`src/rtl/lcs_pkg.sv`:
```
// Shared types and constants of the longest common subsequence block.
// No dependencies; the front end, back end and top level import this package.
`timescale 1ns / 1ps

package lcs_pkg;

    localparam int LCS_MAX_LEN = 64;

    // Input opcodes.
    localparam logic [1:0] OP_APPEND_FIRST  = 2'd0;
    localparam logic [1:0] OP_APPEND_SECOND = 2'd1;
    localparam logic [1:0] OP_FINISH        = 2'd2;

    // Commands after classification by the front end.
    typedef enum logic [1:0] {
        CMD_APPEND_FIRST  = 2'd0,
        CMD_APPEND_SECOND = 2'd1,
        CMD_FINISH        = 2'd2
    } cmd_t;

    // Direction codes held in the direction table.
    typedef logic [1:0] dir_t;
    localparam dir_t DIR_MATCH = 2'd0;
    localparam dir_t DIR_UP    = 2'd1;
    localparam dir_t DIR_LEFT  = 2'd2;

    typedef struct packed {
        cmd_t       cmd;
        logic [7:0] symbol;
    } item_t;

endpackage

```
`src/rtl/lcs_front.sv`:
```
// Front end: accepts input transfers, classifies opcodes and queues commands.
// Depends on lcs_pkg.
`timescale 1ns / 1ps

module lcs_front import lcs_pkg::*; (
    input  logic       aclk,
    input  logic       aresetn,
    input  logic       s_valid,
    output logic       s_ready,
    input  logic [1:0] s_opcode,
    input  logic [7:0] s_symbol,
    output logic       q_valid,
    input  logic       q_ready,
    output item_t      q_item
);

    item_t      slot_reg [2];
    logic       wptr_reg, wptr_next;
    logic       rptr_reg, rptr_next;
    logic [1:0] count_reg, count_next;
    logic       push, pop, useful;
    item_t      new_item;

    assign s_ready = (count_reg != 2'd2);
    assign q_valid = (count_reg != 2'd0);
    assign q_item  = slot_reg[rptr_reg];

    always_comb begin
        useful = 1'b1;
        new_item.symbol = s_symbol;
        new_item.cmd = CMD_FINISH;
        case (s_opcode)
            OP_APPEND_FIRST:  new_item.cmd = CMD_APPEND_FIRST;
            OP_APPEND_SECOND: new_item.cmd = CMD_APPEND_SECOND;
            OP_FINISH:        new_item.cmd = CMD_FINISH;
            default:          useful = 1'b0;   // unused opcode is discarded
        endcase
    end

    assign push = s_valid && s_ready && useful;
    assign pop  = q_valid && q_ready;

    always_comb begin
        wptr_next  = push ? ~wptr_reg : wptr_reg;
        rptr_next  = pop ? ~rptr_reg : rptr_reg;
        count_next = count_reg + {1'b0, push} - {1'b0, pop};
    end

    always_ff @(posedge aclk) begin
        if (!aresetn) begin
            wptr_reg  <= 1'b0;
            rptr_reg  <= 1'b0;
            count_reg <= 2'd0;
        end else begin
            wptr_reg  <= wptr_next;
            rptr_reg  <= rptr_next;
            count_reg <= count_next;
        end
        if (push) begin
            slot_reg[wptr_reg] <= new_item;
        end
    end

endmodule

```
`config.mk`:
```
export PLATFORM = sky130hd
export DESIGN_NAME = lcs_front
export DESIGN_NICKNAME = d
export VERILOG_FILES = /design/src/rtl/lcs_pkg.sv /design/src/rtl/lcs_front.sv
export SDC_FILE = /design/constraint.sdc
export NUM_CORES = 1
export LEC_CHECK = 0
export ABC_AREA = 1
export ABC_CLOCK_PERIOD_IN_PS = 1500
export BUFFER_PORTS_ARGS = -buffer_cell sky130_fd_sc_hd__buf_2
export CAP_MARGIN = 20
export CORE_UTILIZATION = 48
export CTS_BUF_LIST = sky130_fd_sc_hd__clkbuf_8
export DETAILED_ROUTE_END_ITERATION = 16
export GPL_TIMING_DRIVEN = 0
export PLACE_DENSITY = 0.88
export SYNTH_ARGS = -nofsm -noshare
export SYNTH_HDL_FRONTEND = slang
export SYNTH_SLANG_ARGS = --single-unit
export TNS_END_PERCENT = 30
```
`constraint.sdc`:
```
create_clock -name aclk -period 1.5 [get_ports aclk]
set_input_delay 0.225 -clock aclk [delete_from_list [all_inputs] [get_ports aclk]]
set_output_delay 0.225 -clock aclk [all_outputs]
set_load 0.03 [all_outputs]
```
# Word-level counts from Yosys, hierarchy flattened

Memories as Yosys holds them, arrays and structs flattened. A register that Yosys moved wholly into a read port is not among the register bits.
Index checks and enable logic that the tools add are counted.
Widths: inputs -> output; s select.

Register bits after elaboration: 4
RAM bits: 20
Input port bits: 14
Output and inout port bits: 12
Word-level logic and storage cells: 23
Memories: 1

Memories:

| name     | words | width | rd ports | clocked after memory_dff | write ports | RTL line        | source |
|---|---|---|---|---|---|---|---|
| slot_reg | 2     | 10    | 1        | 1                        | 1           | lcs_front.sv:17 | `item_t slot_reg [2];` |

Add/sub/neg operators: 2
Equality and inequality tests: 3
Multiplexer cells: 6
Bitwise gates (word level): 2
Reduce and logical (&&, ||, !) cells: 6

Operators with widths:

| kind               | number |
|---|---|
| $mux 1             | 5 |
| $pmux 2 s2         | 1 |
| $logic_and 1x1->1  | 3 |
| $reduce_or 3->1    | 1 |
| $add 2x1->2        | 1 |
| $eq 2x1->1 const B | 1 |
| $eq 2x2->1 const B | 1 |
| $logic_not 2->1    | 1 |
| $ne 2x2->1 const B | 1 |
| $not 1->1          | 2 |
| $reduce_bool 2->1  | 1 |
| $sub 2x1->2        | 1 |

# Longest topological paths before layout

Gate-level depths: netlist of run 1.

Depth in word-level cells: 6
Mapped depth: 11
Depth with buffers taken out: 11

# Least setup slack after synthesis of run 1

OpenSTA, ideal clock, no wires.

Kind: register to register
Start: register count_reg[0]
End: memory slot_reg[0][0] (netlist bit) (enable)
Library setup time: 0.376 ns
Arrival time: 1.202 ns
Required time: 1.124 ns
Path slack: -0.078 ns
Cell stages (with the launch flop): 5
Path buffers: 0
Period minus slack after synthesis: 1.578 ns
Cells stage by stage: dfxtp_1 > inv_1 > nand2_2 > nand3_4 > nor2_1

Word-level cells in the longest chain between the ends: 5

Ends and longest elaborated chain:

| item                            | RTL line        | source |
|---|---|---|
| start, declared                 | lcs_front.sv:20 | `logic [1:0] count_reg, count_next;` |
| start signal, assigned          | lcs_front.sv:57 | `count_reg <= count_next;` |
| $ne 2x2->1                      | lcs_front.sv:24 | `assign s_ready = (count_reg != 2'd2);` |
| via s_ready                     | lcs_front.sv:9  | `output logic s_ready,` |
| $logic_and 1x1->1 (2 in series) | lcs_front.sv:40 | `assign push = s_valid && s_ready && useful;` |
| $mux 1                          | lcs_front.sv:59 | `if (push) begin` |
| $mux 1 (implied by the code)    | lcs_front.sv:60 | `slot_reg[wptr_reg] <= new_item;` |
| end, declared                   | lcs_front.sv:17 |  |

The timed path passes the listed nets, and every way through them passes these cells.

==> results.md, run 1 <==
* Synth top area share at 0.597
* Fin Hold WS at 151 ps
* Worst EP required at 1270 ps
* Vias per std cell at 4.79
* Post-Syn Nets at 86
* Synth Cell Area at 0.00101 sq mm
* Fin. Hold Viols at 0
* Fin crit period at 1470 ps
* CTS Hold Bufs at 0
* Leak pwr at 0.503 nW
* Crit-path max FO at 5
* Worst Setup Start Kind: flip-flop
* # diodes at 0
* Max cap viols at 0
* Worst slew pin tran at 557 ps
* Tot GR Track Use at 0.136
* Synth Warn # at 0
* Post-route DRC at 0
* Final ANT Viol Nets at 0
* Die Area at 0.00228 sq mm
* Die W at 47.8 um
* Final period util at 0.978
* Core Region at 0.00196 sq mm
* # nets final at 117
* Number of buffers created by CTS at 3
* Slew headroom at 0.628
* HP Class: in2reg
* Crit Path Category: reg2out
* Peak VDD IR at 0.959 mV
* Post-CTS setup repair buffer count at 0
* Grt ovf at 0
* Max-slew violation count at 0
* Clk_skew at 7.21 ps
* Post-layout util at 0.627
* Final Setup Violations at 0
* CTS sink cnt at 25
* Root Buffer: clkbuf_8
* Reg clk slew, reported paths at 80 ps
* Routed len/inst at 11.3 um
* Clock latency on the worst-skew pair at 260 ps
* RD Place Congestion at 0.679
* Initial antenna violation count at 0
* Area grow syn2layout at 22.3%
* Clk buf depth at 2
* Status: finished, final reports clean
* Fill cells at 162
* Number of I/O pins at 26
* Ranking of synthesized cells by area: edfxtp_1, mux2_1, dfxtp_1
* CTS tree: built
* H-tree levels at 1
* Routed vias at 613
* Synth cell types at 18
* Seq/Total Area, Yosys at 0.697
* Post-DP HPWL at 1.06 mm
* Flip-flop count of the largest register after layout at 20
* FF+latch count, synth at 25
* Cell taking the most area after synthesis: edfxtp_1
* Synth Instances at 71
* Power per cell area at 1620 mW/mm^2
* Drt first pass iters at 4
* Vias in the first global route at 526
* Die span in y at 47.8 um
* Row count at 16
* First-pass GRT wire length at 2.06 mm
* RSZ-0062 raised after global routing: yes
* Final wirelength at 1.45 mm
* Fraction of layout cells with a size suffix above 1 at 0.416
* Initial DRC Count at 11
* CP arrival at 1240 ps
* Setup crit end kind: output pin
* Initial core utilization at 0.513
* Largest net degree at the start of global routing at 14
* Mean area per synthesized cell at 14.2 sq um
* Fmax at 682 MHz
* Count of input and output buffers at 25
[critical path, stage by stage, from the launching register on]
cell	delay, ps
dfxtp_2	350
buf_4	140
mux2_1	320
buf_2	180
[layout by cell type, fill, tap and decap left out, drive strengths merged]
master and count:
a21oi 3, buf 26, clkbuf 5, dfxtp 5, edfxtp 20, ha 1
inv 10, mux2 10, nand2 9, nand3 2, nor2 7, o21ai 2
xor2 1
[routing by layer]
layer,track usage,routed length [um],vias up
li1,-,-,305
met1,0.135,518,284
met2,0.257,803,22
met3,0.0377,106,2
met4,0.0667,21,0
met5,0,0,-
[path summary, 6_finish.rpt]
kind                                               from                       end  slack (ps)  cells past startpoint
worst max register to register  count_reg[0]$_SDFF_PN0_  slot_reg[1][7]$_DFFE_PP_          70                      4
worst min register to register    rptr_reg$_SDFFE_PN0P_                 flip-flop         480                      2
worst max-delay path                          flip-flop                 q_item[8]          30                      3
worst min-delay path                        s_symbol[3]  slot_reg[0][3]$_DFFE_PP_         150                      1
[stage by stage]
step | power [W] | worst slack (ps) | cells | cell area (sq um) | TNS, ps
after floorplan | 0.00145 | -6.84 | 71 | 1010 | -6.84
after global placement | 0.00159 | 47.0 | 123 | 1170 | 0
after detailed placement | 0.00162 | 8.37 | 123 | 1170 | 0
after CTS | 0.00199 | -2.04 | 127 | 1220 | -11.6
after global routing | 0.00211 | -15.8 | 128 | 1230 | -148
final | 0.00199 | 32.7 | 128 | 1230 | 0
[synth_stat cells, drive strengths merged]
cell type  instances
clkbuf             1
inv                9
dfxtp              5
edfxtp            20
nand2              9
a21oi              3
xor2               1
nand3              2
mux2              10
nor2               7
ha                 1
buf                1
o21ai              2
[cell families (layout without fill, tap and decap cells)]
logic type                 count (synthesis)  in the layout  synth area share
DFF                                       25             25             0.697
and+or+nand+nor                           18             18            0.0970
buffers and inverters                     11             41            0.0448
muxes                                     10             10             0.112
AOI/OAI and AO/OA                          5              5            0.0286
adders and majority gates                  1              1            0.0124
xor gates and xnor gates                   1              1           0.00871
[final cells by class]
type	instances	area (sq um)	area share
Buffer	2	15.0	0.0122
Clock buffer	3	41.3	0.0336
Clock inverter	1	3.75	0.00305
Inverter	9	33.8	0.0275
Multi-Input combinational cell	35	263	0.214
Sequential cell	25	704	0.573
Tap cell	27	33.8	0.0275
Timing Repair Buffer	26	135	0.110
[where the power goes]
part           internal [W]  switching (W)
sequential         0.000870      0.0000536
clock              0.000182       0.000185
combinational      0.000246       0.000458
total               0.00130       0.000696
[timing repair]
action	CTS	global route
gates resized for setup	1	6
setup endpoints to repair	16	29
cloned	0	1
endpoints found under the hold margin	0	0
Power figures use the tool's default switching activity.
==> run 2, diff against run 1 <==
--- a/config.mk
+++ b/config.mk
@@ -9,10 +9,12 @@
 export ABC_CLOCK_PERIOD_IN_PS = 1500
 export BUFFER_PORTS_ARGS = -buffer_cell sky130_fd_sc_hd__buf_2
 export CAP_MARGIN = 20
+export CORE_MARGIN = 3
 export CORE_UTILIZATION = 48
 export CTS_BUF_LIST = sky130_fd_sc_hd__clkbuf_8
 export DETAILED_ROUTE_END_ITERATION = 16
 export GPL_TIMING_DRIVEN = 0
+export MAX_ROUTING_LAYER = met4
 export PLACE_DENSITY = 0.88
 export SYNTH_ARGS = -nofsm -noshare
 export SYNTH_HDL_FRONTEND = slang
==> run 2 against run 1 <==
  * Total power rose by 5.8%
  * Non-clock buffer count rose by 1
  * Register-to-register slack improved by 60 ps
  * Worst setup slack improved by 3.0 ps
  * Die area rose by 17%
  * Clock-buffer cell count did not move
  * Via count rose by 1.5%
  * Largest power group unchanged
  * Sequential power rose by 1%
  * Wire length rose by 13%
  * Fmax rose by 0.20%
==> results.md, run 2 (same netlist as run 1, synthesis figures left out) <==
* Routed vias at 622 (+1.5%)
* Vias per std cell at 4.90 (+2.3%)
* Max-slew violation count at 0 (unchanged)
* Area grow syn2layout at 28.0%
* Post-DP HPWL at 1.12 mm (+5.3%)
* # nets final at 118 (+0.85%)
* # diodes at 0 (unchanged)
* Initial antenna violation count at 0 (unchanged)
* Crit Path Category: reg2out
* FF+latch area at 707 sq um (+0.36%)
* Crit path largest cell delay at 350 ps (about the same)
* Worst EP required at 1270 ps (about the same)
* R2R depth at 4 (unchanged)
* RSZ-0062 raised after global routing: yes
* Status: finished, final reports clean
* Initial core utilization at 0.541 (+0.0287)
* Flip-flop count of the largest register after layout at 20 (unchanged)
* Max cap viols at 0 (unchanged)
* RD Place Congestion at 0.619 (-8.8%)
* Core Region at 0.00186 sq mm (-5.3%)
* Crit-path max FO at 5 (unchanged)
* Tot GR Track Use at 0.132 (-0.00461)
* H-tree levels at 1 (unchanged)
* Commonest cells after routing, fill and taps aside: edfxtp_1, buf_2, inv_1
* CTS sink cnt at 25 (unchanged)
* CTS Hold Bufs at 0 (unchanged)
* Initial DRC Count at 4 (-7)
* Fmax at 683 MHz (+0.20%)
* Final Instance Area at 0.00129 sq mm (+4.7%)
* Reg-to-reg setup timing slack at 130 ps (+60 ps)
* Count of input and output buffers at 25 (unchanged)
* Clock latency on the worst-skew pair at 260 ps (about the same)
* Die W at 51.8 um (+8.4%)
* Die Area at 0.00268 sq mm (+17%)
* Grt ovf at 0 (unchanged)
* Kind of cell adding the most delay to the critical path: flip-flops
* Worst Setup Start Kind: flip-flop
* Reg-to-Reg End: slot_reg[0][3]$_DFFE_PP_
* Clk buf depth at 2 (unchanged)
* Met1 GRT Util at 0.125 (-0.0106)
* Largest net degree at the start of global routing at 15 (+1)
* Drt first pass iters at 4 (unchanged)
* Final ANT Viol Nets at 0 (unchanged)
* Final Setup Violations at 0 (unchanged)
* CP max-delay cell: dfxtp_2
* Placed Cells incl. Taps at 121 (-1.6%)
* Row count at 15 (-1)
* Multi-input logic area at 277 sq um (+5.2%)
* Fraction of layout cells with a size suffix above 1 at 0.461 (+0.0449)
* Number of buffers created by CTS at 3 (unchanged)
* Routed len/inst at 12.9 um (+14%)
* Hold_sp: s_symbol[7]
* Slew headroom at 0.664 (+0.0354)
* Fin crit period at 1460 ps (-3.00 ps)
* HP Class: in2reg
* Fin cells at 127 (-0.78%)
* Root Buffer: clkbuf_8
* Power per cell area at 1640 mW/mm^2 (+1.0%)
* Final period util at 0.976 (-0.00200)
* Worst path cell trace: buf_6, mux2_1, buf_2
* Hold Path Depth at 1 (unchanged)
* CP arrival at 1240 ps (about the same)
* CTS tree: built
* Clk_skew at 8.44 ps (+1.23 ps)
* Placement Cell Area at 0.00116 sq mm (-0.21%)
* Final wirelength at 1.64 mm (+13%)
* Die span in y at 51.8 um (+8.4%)
* Worst Path Buf+Inv at 2 (unchanged)
* Busiest grt layer: met2
* Hold endpoint: slot_reg[1][7]$_DFFE_PP_
* Reg clk slew, reported paths at 80 ps (about the same)
* Vias in the first global route at 622 (+18%)
* Global Route met3 Usage at 0.0315 (-0.00622)
* Setup crit end kind: output pin
* Peak VDD IR at 1.22 mV (+27%)
* Met2 Use GR at 0.246 (-0.0110)
* Leak pwr at 0.519 nW (+3.2%)
* First-pass GRT wire length at 2.46 mm (+19%)
* Most common cell after layout, fill and taps aside: edfxtp_1
* Fill cells at 140 (-14%)
* R2r startpoint: count_reg[0]$_SDFF_PN0_
* Number of I/O pins at 26 (unchanged)
* Post-route DRC at 0 (unchanged)
* Worst slew pin tran at 504 ps (-53.0 ps)
* Final Power at 0.00211 W (+5.8%)
* Fin. Hold Viols at 0 (unchanged)
==> run 2: worst register-to-register path: stages (launching register included) <==
cell and delay, ps:
dfxtp_4 370, inv_1 50, nand2_2 70, nand3_4 110
nor2_2 420
==> run 2: power breakdown <==
part           switching, W  leakage, nW  internal, W
Sequential        0.0000607        0.228     0.000875
Clock              0.000194       0.0255     0.000185
Combinational      0.000483        0.265     0.000311
Total              0.000738        0.519      0.00137
==> run 2: how the worst max path moves through the flow <==
stage                          endpoint                     from  slack, ps  cells past startpoint
2_1_floorplan   count_reg[1]$_SDFF_PN0_  count_reg[0]$_SDFF_PN0_         -7                     11
3_3_place_gp   slot_reg[1][6]$_DFFE_PP_  count_reg[0]$_SDFF_PN0_         50                      4
3_5_place_dp   slot_reg[1][7]$_DFFE_PP_  count_reg[0]$_SDFF_PN0_         -7                      4
4_1_cts                       q_item[2]                flip-flop        0.6                      3
5_1_grt                       q_item[4]                flip-flop        -10                      3
6_report                      q_item[4]                flip-flop         40                      3
==> run 2: layout make-up <==
class	count	share of cell area
buffer	2	0.0117
clock buffer	3	0.0321
clock inverter	1	0.00389
inverter	9	0.0262
multi-input combinational	35	0.215
sequential	25	0.549
tap	25	0.0243
timing repair buffer	27	0.138
==> run 2: timing repair <==
action / CTS / global route
endpoints found under the setup margin: 17 / 20
setup buffers: 0 / 1
gates resized for setup: 4 / 24
cloned: 0 / 1
pin swaps: 0 / 1
==> run 2: stage by stage <==
step | setup TNS (ps) | hold WS, ps | worst slack (ps) | utilization
floorplan | -6.84 | 318 | -6.84 | -
global placement | 0 | 414 | 45.5 | 0.627
detailed placement | -68.0 | 418 | -6.92 | 0.627
CTS | 0 | 146 | 0.631 | 0.660
global route | -26.5 | 138 | -14.9 | 0.693
finish | 0 | 146 | 35.7 | 0.693
==> run 2: metal layers <==
| layer | part of all wire | up-vias | wire length (um) |
|---|---|---|---|
| met1 | 0.41 | 285 | 675 |
| met5 | 0 | - | 0 |
| met3 | 0.069 | 5 | 113 |
| met4 | 0.027 | 0 | 45 |
| li1 | - | 309 | - |
| met2 | 0.49 | 23 | 803 |
